File: src/design/pulse_width_rf_frame_receiver_assert.svh
// assertion macros shared by the pulse width frame receiver modules
`ifndef PULSE_WIDTH_RF_FRAME_RECEIVER_ASSERT_SVH
`define PULSE_WIDTH_RF_FRAME_RECEIVER_ASSERT_SVH

`ifndef NO_ASSERTIONS
// checked outside reset
`define PRFR_ASSERT(name, prop) \
  name: assert property (@(posedge clk_i) disable iff (!rst_ni) prop) \
    else $error("prfr assertion failed");
// checked at every edge, reset included
`define PRFR_ASSERT_ALWAYS(name, prop) \
  name: assert property (@(posedge clk_i) prop) \
    else $error("prfr assertion failed");
`else
`define PRFR_ASSERT(name, prop)
`define PRFR_ASSERT_ALWAYS(name, prop)
`endif

`endif

File: src/design/prfr_pkg.sv
// types and constants of the pulse width frame receiver
package prfr_pkg;

  localparam int unsigned CNT_W     = 7;
  localparam int unsigned THR_W     = 16;
  localparam int unsigned TIME_W    = 32;
  localparam int unsigned ADDR_W    = 20;
  localparam int unsigned ON_LSB    = 20;
  localparam int unsigned ON_W      = 4;
  localparam int unsigned CFG_IDX_W = 3;

  // register indexes
  localparam logic [CFG_IDX_W-1:0] CFG_SHORT_MIN   = 3'd0;
  localparam logic [CFG_IDX_W-1:0] CFG_LONG_MIN    = 3'd1;
  localparam logic [CFG_IDX_W-1:0] CFG_SYNC_MIN    = 3'd2;
  localparam logic [CFG_IDX_W-1:0] CFG_SYNC_MAX    = 3'd3;
  localparam logic [CFG_IDX_W-1:0] CFG_STOP_MIN    = 3'd4;
  localparam logic [CFG_IDX_W-1:0] CFG_REPEAT_WIN  = 3'd5;

  // register reset values
  localparam logic [THR_W-1:0] RST_SHORT_MIN  = 16'd110;
  localparam logic [THR_W-1:0] RST_LONG_MIN   = 16'd330;
  localparam logic [THR_W-1:0] RST_SYNC_MIN   = 16'd550;
  localparam logic [THR_W-1:0] RST_SYNC_MAX   = 16'd770;
  localparam logic [THR_W-1:0] RST_STOP_MIN   = 16'd1760;
  localparam logic [THR_W-1:0] RST_REPEAT_WIN = 16'd2000;

  localparam logic OP_EDGE    = 1'b0;
  localparam logic OP_RELEASE = 1'b1;
  localparam logic LEVEL_FALL = 1'b0;

  typedef struct packed {
    logic              opcode;
    logic              edge_level;
    logic [TIME_W-1:0] edge_time_us;
    logic [TIME_W-1:0] now_ms;
  } in_item_t;

  typedef struct packed {
    logic              frame_available;
    logic [ADDR_W-1:0] address;
    logic              turn_on;
  } out_item_t;

endpackage

File: src/design/prfr_core.sv
// edge classification, frame assembly and repeat suppression
module prfr_core #(
  parameter int unsigned MessageBits = 56,
  parameter int unsigned WrapCount   = 70
) (
  input  logic                                clk_i,
  input  logic                                rst_ni,
  input  logic                                cfg_we_i,
  input  logic [prfr_pkg::CFG_IDX_W-1:0]      cfg_index_i,
  input  logic [prfr_pkg::THR_W-1:0]          cfg_data_i,
  input  logic                                item_valid_i,
  input  prfr_pkg::in_item_t                  item_i,
  output prfr_pkg::out_item_t                 result_o
);
  import prfr_pkg::*;

  `include "pulse_width_rf_frame_receiver_assert.svh"

  localparam logic [CNT_W-1:0] MsgCount  = CNT_W'(MessageBits);
  localparam logic [CNT_W-1:0] WrapValue = CNT_W'(WrapCount);

  logic [THR_W-1:0] short_min_q, long_min_q, sync_min_q, sync_max_q, stop_min_q, repeat_win_q;

  logic [MessageBits-1:0] frame_q, frame_d;
  logic [MessageBits-1:0] prev_frame_q, prev_frame_d;
  logic [CNT_W-1:0]       cnt_q, cnt_d, cnt_wrap;
  logic [TIME_W-1:0]      prev_ms_q, prev_ms_d;
  logic [TIME_W-1:0]      prev_edge_q, prev_edge_d;
  logic                   avail_q, avail_d, avail_out;
  logic [TIME_W-1:0]      diff, age;
  logic                   in_range, is_sync, is_zero, is_stop, same_frame, repeat_hit;

  // configuration registers
  always_ff @(posedge clk_i or negedge rst_ni) begin
    if (!rst_ni) begin
      short_min_q  <= RST_SHORT_MIN;
      long_min_q   <= RST_LONG_MIN;
      sync_min_q   <= RST_SYNC_MIN;
      sync_max_q   <= RST_SYNC_MAX;
      stop_min_q   <= RST_STOP_MIN;
      repeat_win_q <= RST_REPEAT_WIN;
    end else if (cfg_we_i) begin
      case (cfg_index_i)
        CFG_SHORT_MIN:  short_min_q  <= cfg_data_i;
        CFG_LONG_MIN:   long_min_q   <= cfg_data_i;
        CFG_SYNC_MIN:   sync_min_q   <= cfg_data_i;
        CFG_SYNC_MAX:   sync_max_q   <= cfg_data_i;
        CFG_STOP_MIN:   stop_min_q   <= cfg_data_i;
        CFG_REPEAT_WIN: repeat_win_q <= cfg_data_i;
        default: ;
      endcase
    end
  end

  always_comb begin
    diff       = item_i.edge_time_us - prev_edge_q;
    age        = item_i.now_ms - prev_ms_q;
    in_range   = (diff >= TIME_W'(short_min_q)) && (diff <= TIME_W'(sync_max_q));
    is_sync    = diff >= TIME_W'(sync_min_q);
    is_zero    = diff <= TIME_W'(long_min_q);
    is_stop    = diff >= TIME_W'(stop_min_q);
    same_frame = frame_q == prev_frame_q;
    repeat_hit = age < TIME_W'(repeat_win_q);
    cnt_wrap   = (cnt_q == WrapValue) ? '0 : cnt_q;

    frame_d      = frame_q;
    prev_frame_d = prev_frame_q;
    cnt_d        = cnt_q;
    prev_ms_d    = prev_ms_q;
    prev_edge_d  = prev_edge_q;
    avail_d      = avail_q;
    avail_out    = avail_q;

    if (item_valid_i) begin
      if (item_i.opcode == OP_RELEASE) begin
        avail_d = 1'b0;
      end else begin
        prev_edge_d = item_i.edge_time_us;
        cnt_d       = cnt_wrap;
        if (!avail_q) begin
          if (item_i.edge_level == LEVEL_FALL) begin
            if (in_range) begin
              if (is_sync) begin
                cnt_d = '0;
              end else begin
                // bits past the frame length only advance the count
                for (int unsigned i = 0; i < MessageBits; i++) begin
                  if (cnt_wrap == CNT_W'(i)) frame_d[i] = !is_zero;
                end
                cnt_d = cnt_wrap + 1'b1;
              end
            end
          end else if (is_stop) begin
            if (cnt_wrap == MsgCount) begin
              prev_ms_d = item_i.now_ms;
              if (!same_frame) prev_frame_d = frame_q;
              if (!same_frame || !repeat_hit) avail_d = 1'b1;
              else cnt_d = '0;
            end else begin
              cnt_d = '0;
            end
          end
        end
        avail_out = avail_d;
      end
    end

    result_o.frame_available = avail_out;
    for (int unsigned i = 0; i < ADDR_W; i++) begin
      result_o.address[ADDR_W-1-i] = frame_d[i];
    end
    result_o.turn_on = frame_d[ON_LSB +: ON_W] == '0;
  end

  always_ff @(posedge clk_i or negedge rst_ni) begin
    if (!rst_ni) begin
      frame_q      <= '0;
      prev_frame_q <= '0;
      cnt_q        <= '0;
      prev_ms_q    <= '0;
      prev_edge_q  <= '0;
      avail_q      <= 1'b0;
    end else begin
      frame_q      <= frame_d;
      prev_frame_q <= prev_frame_d;
      cnt_q        <= cnt_d;
      prev_ms_q    <= prev_ms_d;
      prev_edge_q  <= prev_edge_d;
      avail_q      <= avail_d;
    end
  end

  `PRFR_ASSERT_ALWAYS(a_cnt_bounded, cnt_q <= WrapValue)
  `PRFR_ASSERT(a_avail_from_stop,
    $rose(avail_q) |-> $past(item_valid_i && item_i.opcode == OP_EDGE && item_i.edge_level))
  `PRFR_ASSERT(a_frame_frozen, $past(avail_q) && avail_q |-> $stable(frame_q))

endmodule

File: src/design/prfr_out_queue.sv
// two-entry result queue between the decoder and the output port
module prfr_out_queue (
  input  logic                 clk_i,
  input  logic                 rst_ni,
  input  logic                 push_i,
  input  prfr_pkg::out_item_t  push_item_i,
  output logic                 full_o,
  output logic                 out_valid_o,
  input  logic                 out_stall_i,
  output prfr_pkg::out_item_t  out_item_o
);
  import prfr_pkg::*;

  `include "pulse_width_rf_frame_receiver_assert.svh"

  out_item_t  mem_q [2];
  logic       wr_ptr_q, rd_ptr_q;
  logic [1:0] cnt_q;
  logic       pop;

  assign pop         = out_valid_o && !out_stall_i;
  assign full_o      = cnt_q == 2'd2;
  assign out_valid_o = cnt_q != 2'd0;
  assign out_item_o  = mem_q[rd_ptr_q];

  always_ff @(posedge clk_i) begin
    if (push_i) mem_q[wr_ptr_q] <= push_item_i;
  end

  always_ff @(posedge clk_i or negedge rst_ni) begin
    if (!rst_ni) begin
      wr_ptr_q <= 1'b0;
      rd_ptr_q <= 1'b0;
      cnt_q    <= 2'd0;
    end else begin
      if (push_i) wr_ptr_q <= !wr_ptr_q;
      if (pop) rd_ptr_q <= !rd_ptr_q;
      cnt_q <= cnt_q + {1'b0, push_i} - {1'b0, pop};
    end
  end

  `PRFR_ASSERT_ALWAYS(a_cnt_max, cnt_q <= 2'd2)
  `PRFR_ASSERT(a_no_push_full, full_o |-> !push_i)
  `PRFR_ASSERT(a_hold_stalled, out_valid_o && out_stall_i |=> out_valid_o && $stable(out_item_o))

endmodule

File: src/design/pulse_width_rf_frame_receiver.sv
// pulse width remote frame receiver: each result is registered in the output queue
// throughput one item per cycle while in_stall_o is low; decoder state and result update in a single pass
// a two-entry result queue keeps taking items while fewer than two results wait
// in_stall_o rises only when both queue entries hold untaken results
// reset clears frame state and loads default thresholds; no clearing pass
module pulse_width_rf_frame_receiver #(
  parameter int unsigned MessageBits = 56,
  parameter int unsigned WrapCount   = 70
) (
  input  logic                            clk_i,
  input  logic                            rst_ni,
  input  logic                            in_valid_i,
  output logic                            in_stall_o,
  input  prfr_pkg::in_item_t              in_item_i,
  output logic                            out_valid_o,
  input  logic                            out_stall_i,
  output prfr_pkg::out_item_t             out_item_o,
  input  logic                            cfg_valid_i,
  output logic                            cfg_ready_o,
  input  logic [prfr_pkg::CFG_IDX_W-1:0]  cfg_index_i,
  input  logic [prfr_pkg::THR_W-1:0]      cfg_data_i
);
  import prfr_pkg::*;

  logic      accept;
  logic      full;
  out_item_t result;

  assign cfg_ready_o = 1'b1;
  assign in_stall_o  = full;
  assign accept      = in_valid_i && !full;

  prfr_core #(
    .MessageBits(MessageBits),
    .WrapCount  (WrapCount)
  ) u_core (
    .clk_i       (clk_i),
    .rst_ni      (rst_ni),
    .cfg_we_i    (cfg_valid_i && cfg_ready_o),
    .cfg_index_i (cfg_index_i),
    .cfg_data_i  (cfg_data_i),
    .item_valid_i(accept),
    .item_i      (in_item_i),
    .result_o    (result)
  );

  prfr_out_queue u_queue (
    .clk_i      (clk_i),
    .rst_ni     (rst_ni),
    .push_i     (accept),
    .push_item_i(result),
    .full_o     (full),
    .out_valid_o(out_valid_o),
    .out_stall_i(out_stall_i),
    .out_item_o (out_item_o)
  );

endmodule
File: config.mk
export PLATFORM = sky130hd
export DESIGN_NAME = pulse_width_rf_frame_receiver
export DESIGN_NICKNAME = d
export VERILOG_FILES = /design/src/design/prfr_pkg.sv /design/src/design/prfr_core.sv /design/src/design/prfr_out_queue.sv /design/src/design/pulse_width_rf_frame_receiver.sv
export VERILOG_INCLUDE_DIRS = /design/src /design/src/design
export SDC_FILE = /design/constraint.sdc
export NUM_CORES = 1
export LEC_CHECK = 0
export BUFFER_PORTS_ARGS = -buffer_cell sky130_fd_sc_hd__buf_2
export CAP_MARGIN = 25
export CORE_UTILIZATION = 25
export CTS_CLUSTER_DIAMETER = 120
export DETAILED_ROUTE_END_ITERATION = 8
export HOLD_SLACK_MARGIN = 0.02
export SETUP_SLACK_MARGIN = 0.05
export SYNTH_ARGS = -nofsm -noshare
export SYNTH_HDL_FRONTEND = slang
export SYNTH_SLANG_ARGS = --single-unit
File: constraint.sdc
create_clock -name clk_i -period 6.45 [get_ports clk_i]
set_input_delay 0.9675 -clock clk_i [delete_from_list [all_inputs] [get_ports clk_i]]
set_output_delay 0.9675 -clock clk_i [all_outputs]
set_load 0.02 [all_outputs]
==> qor.yml, run 1 <==
die_w_um: 282
die_h_um: 282
wl_per_cell_um: 16.2
rsz0062_at_grt: "no"
grt_max_degree: 142
ys_seq_area_frac: 0.432
core-area_um2: 77500
totalWireLength_mm: 51.1
power_switching_mw: 3.26
finalCritPeriodShare: 0.855
avgSynthCellArea_um2: 9.96
routed-via-count: 14735
clock_latency_ps: 580
synth-simple-area-share: 0.110
initial_core_util: 0.253
numCtsBuffers: 41
worstPathArrival_ps: 5890
comb_power_share: 0.436
endpoint_kind: "flop"
drc: 0
clk_root_buffer_cell: "clkbuf_16"
area_growth_pct: 16.5
ant_nets: 0
drt-initial-drc-count: 917
worstMarginPinSlew_ps: 899
finalInstanceArea_um2: 22800
power.sequential.fraction: 0.298
ios: 115
detailed_place_hpwl_mm: 38.0
clk_path_buf_depth: 3
relSlewSlack: 0.399
status: "finished clean"
required_ps: 6830
vdd_drop_max_mv: 0.304
fin_nets: 2324
viasPerCell: 4.68
gp_congestion: 0.875
synth_area_leader_cell: "dfrtp_1"
p_int_mw: 5.27
post-cts-setup-buffers: 0
setup_tns_ps: 0
dpl_cell_area_um2: 21400
drv_slew: 0
clkPwrFrac: 0.266
synth-xor-area-share: 0.0448
muxShareOfSynthArea: 0.0853
dieArea_um2: 79400
grt_usage: 0.130
synthArstFlopShare: 0.866
synth_top_area_share: 0.329
synth_compound_area_frac: 0.172
syn-instance-count: 1964
drive_above_1_share: 0.190
min_period_ps: 5510
crit_fanout: 23
synth_cell_types: 78
p_sw_frac: 0.382
synth_edf_count: 44
grt-ovfl-total: 0
r2r_slack_ps: 1140
grt_first_pass_wirelength_mm: 81.9
setup_violations: 0
synth-seq-cells: 328
hold_path_class: "input port to async pin"
antenna_found_initial: 9
cts_resized: 0
synth_top_family_by_area: "compound AO/OA/AOI/OAI gates"
hold_buffers: 0
synth_area_leaders: "dfrtp_1 33%, ha_1 10%, mux2_2 7.9%"
path_class: "input port to flop"
drt_first_pass_iters: 7
io_buffer_count: 113
synthAdderAreaFrac: 0.104
power_density_nw_per_um2: 374
synth_ff_type: "dfrtp_1"
rows: 102
finalHoldViolations: 0
fmax_ghz: 0.181
synth.cell_area_um2: 19600
cp-start-kind: "input port"
clk_pin_slew_ps: 60
static-leakage-power_nw: 9.90
cts-htree-levels: 2
timing.max_cap.violations: 0
cts_sinks: 328
fillers: 8133
cts_tree: "done"
grt_pass1_vias: 14448
synth_nets: 2215
finClkSkew_ps: 28.8
yosys_warnings: 0
==> cells in the mapped netlist, drive strengths merged, types with 25 or more instances <==
cell type  instances
nor2              65
o21ai            207
a21o              39
dfstp             27
buf               35
xnor2             81
nand2            190
inv              170
nand3             27
o31ai             57
ha               159
o21a              25
edfxtp            44
a21oi            101
dfrtp            257
nand4             54
clkbuf            43
mux2             142
==> area by class of cell <==
class                   instances  area, µm²  area share
diodes                          2       5.00    0.000220
multi-input cells            1388      10100       0.445
inverters                     170        638      0.0280
repair buffers                144        911      0.0400
well taps                    1040       1300      0.0571
clock buffers                  62       1180      0.0520
flip-flops and latches        328       8460       0.371
clock inverters                14        159     0.00697
==> final timing paths <==
kind / end / start / cells past startpoint
max reg2reg: u_queue.mem_q[0][0]$_DFFE_PP_ / u_core.prev_edge_q[0]$_DFFE_PN0P_ / 20
min reg2reg: u_core.prev_ms_q[0]$_DFFE_PN0P_ / u_core.prev_ms_q[0]$_DFFE_PN0P_ / 2
max in group asynchronous: u_core.prev_ms_q[2]$_DFFE_PN0P_ / rst_ni / 2
min in group clk_i: u_core.prev_ms_q[0]$_DFFE_PN0P_ / u_core.prev_ms_q[0]$_DFFE_PN0P_ / 2
max: u_queue.mem_q[0][0]$_DFFE_PP_ / in_item_i[32] / 22
min: u_core.prev_edge_q[28]$_DFFE_PN0P_ / rst_ni / 1
==> cell usage in the layout (no fill, tap or decap), types with 7 or more instances in the layout <==
| cell | n |
|---|---|
| nor4_1 | 10 |
| o221ai_1 | 7 |
| nand3_1 | 24 |
| xnor2_1 | 81 |
| clkbuf_16 | 41 |
| o31ai_1 | 57 |
| xor2_1 | 19 |
| inv_1 | 170 |
| o21a_1 | 25 |
| buf_2 | 112 |
| edfxtp_1 | 44 |
| mux2_2 | 138 |
| dfrtp_1 | 257 |
| ha_1 | 159 |
| clkbuf_8 | 8 |
| and3_1 | 11 |
| a31oi_1 | 13 |
| o211ai_1 | 15 |
| a211oi_1 | 15 |
| mux2i_1 | 7 |
| nand2_1 | 189 |
| a21o_1 | 39 |
| clkbuf_1 | 13 |
| a21oi_1 | 93 |
| nand4_1 | 54 |
| buf_4 | 23 |
| dfstp_2 | 27 |
| nor3_1 | 14 |
| nor2b_1 | 18 |
| nand2b_1 | 20 |
| o21ai_0 | 206 |
| nor2_1 | 61 |
==> power by group through the flow <==
stage | registers, mW | clock network [mW] | logic (mW)
4_1_cts | 2.55 | 2.34 | 3.74
5_1_grt | 2.58 | 2.42 | 4.22
2_1_floorplan | 2.54 | 0 | 2.60
6_report | 2.54 | 2.27 | 3.72
3_5_place_dp | 2.58 | 0 | 3.71
3_3_place_gp | 2.60 | 0 | 3.64
==> flip-flops by register name (all words and copies together) (netlist names), 32 cells and up <==
name,flops
u_core.prev_edge_q,32
u_core.frame_q,56
u_queue.mem_q,44
u_core.prev_frame_q,56
u_core.prev_ms_q,32
==> worst max-delay path, cell delays in order <==
cell      delay (ps)
buf_2            100
inv_1             60
ha_1             160
inv_1             60
fa_1             400
a21o_1           220
a221o_1          420
a21o_1           240
xor2_1           470
ha_1             350
a21oi_1          140
o21ai_0          110
a21oi_1          150
nand3_1          110
a221o_1          340
buf_4            170
nand2b_1         190
nor4_2           180
buf_4            200
nand2_2          250
nand4b_1         280
a211oi_1         330
==> kinds of logic (layout without fill, tap and decap cells) <==
| group | Yosys count | count (layout) |
|---|---|---|
| AO/OA/AOI/OAI | 537 | 537 |
| AND/OR/NAND/NOR | 440 | 440 |
| flip-flops | 328 | 328 |
| buffers and inverters | 248 | 390 |
| adder cells (fa/ha/maj) | 161 | 161 |
| multiplexers | 149 | 149 |
| XOR/XNOR | 100 | 100 |
| other | 1 | 3 |
==> per-stage QoR <==
step           setup WS (ps)  hold slack [ps]  total power [mW]  cells  utilization
6_report                 936              387              8.53   3148        0.294
5_1_grt                  648              443              9.22   3147        0.294
4_1_cts                  850              395              8.63   3145        0.294
3_5_place_dp             241              481              6.29   3069        0.277
3_3_place_gp             320              472              6.24   3067        0.276
2_1_floorplan           1270              451              5.14   1964            -
==> metal layers <==
layer | share of wire | global-route usage | routed length, µm
met4 | 0.021 | 0.0339 | 1070
met5 | 0.0010 | 0 | 53
met2 | 0.46 | 0.211 | 23600
met1 | 0.47 | 0.178 | 24100
met3 | 0.044 | 0.0223 | 2230
No activity file was read; power rests on OpenSTA's default activity.
==> run 2, diff against run 1 <==
- BUFFER_PORTS_ARGS: -buffer_cell sky130_fd_sc_hd__buf_2 -> -buffer_cell sky130_fd_sc_hd__clkbuf_2
- CORE_MARGIN: default -> 5
==> qor.yml, run 2 (synthesis results as in run 1) <==
drive_above_1_share: 0.191
area_growth_pct: 17.0
clk_pin_slew_ps: 60
grt_pass1_vias: 14582
post-route-util: 0.295
finClkSkew_ps: 27.1
io_buffer_count: 113
grt_usage: 0.120
hold_path_class: "input port to async pin"
wl_per_cell_um: 16.2
ios: 115
finalHoldViolations: 0
path_class: "input port to flop"
dp.cells: 3066
min_period_ps: 5420
worstPathArrival_ps: 5870
rows: 102
antenna_found_initial: 3
use_met1: 0.167
finalInstanceArea_um2: 22900
grt_use_met3: 0.0216
numCtsBuffers: 42
top_usage_layer: "met2"
viasPerCell: 4.67
cp-start-kind: "input port"
ant_nets: 0
setup_violations: 0
fmax_ghz: 0.184
use_met2: 0.194
r2r_cells: 17
cts_resized: 0
required_ps: 6900
grt-ovfl-total: 0
timing.max_cap.violations: 0
die_h_um: 290
cts-htree-levels: 2
relSlewSlack: 0.313
setup_tns_ps: 0
final_common_cell: "dfrtp_1"
drc: 0
dpl_cell_area_um2: 21400
status: "finished clean"
final_cells: 3145
worstSetupStartpoint: "in_item_i[32]"
gp_congestion: 0.852
reg.largest.list: "u_core.frame_q x56, u_core.prev_frame_q x56, u_queue.mem_q x44"
cts_tree: "done"
grt_first_pass_wirelength_mm: 81.6
initial_core_util: 0.252
endpoint_kind: "flop"
drt-initial-drc-count: 890
finalCritPeriodShare: 0.840
rsz0062_at_grt: "no"
cp-endpoint: "u_core.prev_frame_q[24]$_DFFE_PN0P_"
drv_slew: 0
timing.rr.start: "u_core.prev_edge_q[1]$_DFFE_PN0P_"
fin_nets: 2322
power_density_nw_per_um2: 383
clk_path_buf_depth: 3
layout.cells.most_common_list: "257 x dfrtp_1, 206 x o21ai_0, 189 x nand2_1"
worstMarginPinSlew_ps: 1030
die_w_um: 290
r2r-end: "u_queue.mem_q[0][0]$_DFFE_PP_"
totalWireLength_mm: 50.8
vdd_drop_max_mv: 0.225
static-leakage-power_nw: 9.98
r2r_slack_ps: 1200
post-cts-setup-buffers: 0
crit_fanout: 51
grt_max_degree: 180
drt_first_pass_iters: 5
routed-via-count: 14694
clock_latency_ps: 570
detailed_place_hpwl_mm: 38.1
finalPower_mw: 8.76
core-area_um2: 77600
hold_buffers: 0
clk_root_buffer_cell: "clkbuf_16"
dieArea_um2: 84000
cts_sinks: 328
[run 2: changes by cell type in the layout (fill, tap and decap cells not counted), moves of 2 or more]
cell       change
clkbuf_2     +112
clkinv_1       -2
clkbuf_8       -4
clkbuf_16      +2
bufinv_16      +6
buf_12         -2
buf_2        -112
[run 2: worst min-delay path by stage]
stage,depth (start not counted),endpoint,slack (ps),startpoint
after detailed placement,1,u_queue.cnt_q[1]$_DFF_PN0_,480,u_queue.cnt_q[1]$_DFF_PN0_
final,1,u_core.prev_edge_q[26]$_DFFE_PN0P_,280,rst_ni
after floorplan,1,u_queue.cnt_q[1]$_DFF_PN0_,450,u_queue.cnt_q[1]$_DFF_PN0_
after global routing,1,u_core.prev_edge_q[17]$_DFFE_PN0P_,280,rst_ni
after global placement,1,u_queue.cnt_q[1]$_DFF_PN0_,480,u_queue.cnt_q[1]$_DFF_PN0_
after CTS,1,u_core.prev_edge_q[26]$_DFFE_PN0P_,260,rst_ni
[run 2: final cells by class]
class                   instances  area (µm²)
well taps                    1040        1300
inverters                     170         638
repair buffers                141         860
diodes                          1        2.50
clock inverters                18         319
fillers                      8224       54700
multi-input cells            1388       10100
clock buffers                  59        1180
flip-flops and latches        328        8460
[run 2: metrics by stage]
step	setup WS (ps)	hold slack [ps]
finish	1030	280
global route	799	280
CTS	1010	255
detailed placement	422	480
global placement	402	478
floorplan	1270	451
[run 2: metal layers]
metal	up-vias	routed length [µm]
met5	-	27
li1	7283	-
met2	259	23300
met3	63	2110
met1	7085	24400
met4	4	975
[run 2: power by group]
part | internal, mW | switching (mW)
combinational | 1.50 | 2.20
sequential | 2.43 | 0.113
clock | 1.57 | 0.951
[run 2: critical path, cell delays in order]
cell and delay, ps:
clkbuf_2 80, inv_1 70, ha_1 170, inv_1 50, fa_1 390, a21o_1 220
a221o_1 420, a21o_1 250, xor2_1 150, buf_4 170, ha_1 290, a21o_1 190
a211oi_1 370, o311ai_0 290, a211oi_1 370, nand4_1 330, nand3_2 360, buf_12 320
mux2_2 380
==> run 3, diff against run 2 <==
- ABC_AREA: default -> 1
- clock period: 6.45 -> 5.6 ns (I/O delays scaled with it)
==> qor.yml, run 3 <==
status: "finished clean"
post-cts-setup-buffers: 0
setup_tns_ps: 0
reg.largest.list: "u_core.frame_q x56, u_core.prev_frame_q x56, u_queue.mem_q x44"
vdd_drop_max_mv: 0.266
antenna_found_initial: 3
numCtsBuffers: 38
drt-initial-drc-count: 1195
drive_above_1_share: 0.137
routed-via-count: 18309
synth_area_leader_cell: "dfrtp_1"
fillers: 9478
synth.cell_area_um2: 21900
slowest_stage: "xor2_1"
use_met1: 0.176
cts_sinks: 328
clk_pin_slew_ps: 60
synth_most_common_cell: "nand2_1"
ys_seq_area_frac: 0.387
timing.rr.start: "u_core.prev_edge_q[0]$_DFFE_PN0P_"
hold_buffers: 0
synth_top_area_share: 0.294
finalCritPeriodShare: 0.847
viasPerCell: 4.31
grt_first_pass_wirelength_mm: 95.9
crit_chain: "clkbuf_2, inv_1, ha_1, inv_1, fa_1, nand3_1, nand3_1, nand2_1, nand2_2, xor2_1, ha_1, nand2_1, nor2_1, nand2_1, nor4_1, a21oi_1, a21oi_1, nand3_4, inv_2, nand2_2, inv_2, nand3_1, o21ai_1, inv_1"
fmax_ghz: 0.211
grt-ovfl-total: 0
setup_violations: 0
grt_usage: 0.125
cts_tree: "done"
area_growth_pct: 15.2
totalWireLength_mm: 59.0
multi_input_area_um2: 11000
wl_per_cell_um: 13.9
fin_nets: 3315
layout.cells.most_common_list: "829 x nand2_1, 520 x inv_1, 257 x dfrtp_1"
clock_latency_ps: 570
worstPathArrival_ps: 5070
clk_root_buffer_cell: "clkbuf_16"
drc: 0
worstMarginPinSlew_ps: 840
crit_fanout: 11
avgSynthCellArea_um2: 7.43
synth-seq-cells: 328
synth_ff_type: "dfrtp_1"
cts_resized: 0
cp-start-kind: "input port"
relSlewSlack: 0.440
initial_core_util: 0.252
r2r-end: "u_queue.mem_q[0][8]$_DFFE_PP_"
synth_nets: 3192
path_class: "input port to flop"
r2r_slack_ps: 1020
synth_cell_types: 53
detailed_place_hpwl_mm: 45.8
dieArea_um2: 93400
grt_max_degree: 95
die_w_um: 306
r2r_cells: 22
io_buffer_count: 113
finalHoldViolations: 0
synth_area_leaders: "dfrtp_1 29%, nand2_1 14%, ha_1 9.1%"
final_common_cell: "nand2_1"
endpoint_kind: "flop"
regArea_um2: 8460
drt_first_pass_iters: 5
post-route-util: 0.290
finClkSkew_ps: 32.7
top_usage_layer: "met2"
slowest_delay_ps: 470
synth_common_cells: "829 x nand2_1, 520 x inv_1, 257 x dfrtp_1"
yosys_warnings: 0
drv_slew: 0
grt_use_met3: 0.0239
rows: 108
required_ps: 5920
synthArstFlopShare: 0.866
core-area_um2: 86800
synth_edf_count: 44
die_h_um: 306
grt_pass1_vias: 17820
syn-instance-count: 2941
timing.max_cap.violations: 0
use_met2: 0.201
clk_path_buf_depth: 3
static-leakage-power_nw: 12.7
rsz0062_at_grt: "no"
power_density_nw_per_um2: 469
antenna_cells: 0
ant_nets: 0
cts-htree-levels: 2
hold_path_class: "input port to async pin"
ios: 115
min_period_ps: 4740
gp_congestion: 0.909
==> run 3: cell families (layout without fill, tap and decap cells) <==
| kind of cell | count (synthesis) | after routing | synth area share |
|---|---|---|---|
| compound gates | 435 | 435 | 0.113 |
| xor+xnor | 82 | 82 | 0.0329 |
| fa+ha+maj | 161 | 161 | 0.0929 |
| buf+inv | 600 | 753 | 0.111 |
| flops | 328 | 328 | 0.387 |
| other cells | 1 | 1 | 0.000172 |
| simple gates | 1334 | 1334 | 0.263 |
==> run 3: layer usage <==
layer | wire (µm) | vias up
met2 | 25800 | 397
met3 | 3320 | 83
li1 | - | 9437
met5 | 43 | -
met4 | 1290 | 6
met1 | 28500 | 8386
==> run 3: worst max-delay path: cells and delay by family <==
family                   cells  cell delay [ps]
buffers and inverters        6              770
AO/OA/AOI/OAI                3              610
XOR/XNOR                     1              470
AND/OR/NAND/NOR             11             1460
adder cells (fa/ha/maj)      3              920
==> run 3: worst max path at each step <==
stage                  start                              to  cells past startpoint
5_1_grt        in_item_i[32]  u_queue.mem_q[0][13]$_DFFE_PP_                     26
3_3_place_gp   in_item_i[32]   u_queue.mem_q[0][8]$_DFFE_PP_                     24
4_1_cts        in_item_i[32]   u_queue.mem_q[0][8]$_DFFE_PP_                     24
6_report       in_item_i[32]   u_queue.mem_q[0][8]$_DFFE_PP_                     24
2_1_floorplan  in_item_i[32]  u_queue.mem_q[0][13]$_DFFE_PP_                     26
3_5_place_dp   in_item_i[32]   u_queue.mem_q[0][8]$_DFFE_PP_                     24
==> run 3: report_power, final <==
group / leakage [nW] / switching (mW) / internal [mW]
Sequential: 3.55 / 0.282 / 2.93
Clock: 0.644 / 1.09 / 1.63
Combinational: 8.48 / 3.75 / 2.12
==> run 3: stage by stage <==
step	worst slack, ps	instances	power (mW)	hold WS (ps)	area, µm²
floorplan	1390	2941	7.40	453	21900
global placement	381	4175	9.02	466	23700
detailed placement	237	4176	9.12	472	23800
CTS	856	4246	11.9	268	25100
global route	315	4249	12.9	293	25200
finish	855	4249	11.8	250	25200
==> run 3: cell type report <==
| type | instances | area share |
|---|---|---|
| Timing Repair Buffer | 143 | 0.0370 |
| Clock inverter | 23 | 0.0132 |
| Inverter | 540 | 0.0805 |
| Multi-Input combinational cell | 2013 | 0.436 |
| Clock buffer | 47 | 0.0403 |
| Sequential cell | 328 | 0.336 |
| Tap cell | 1155 | 0.0574 |
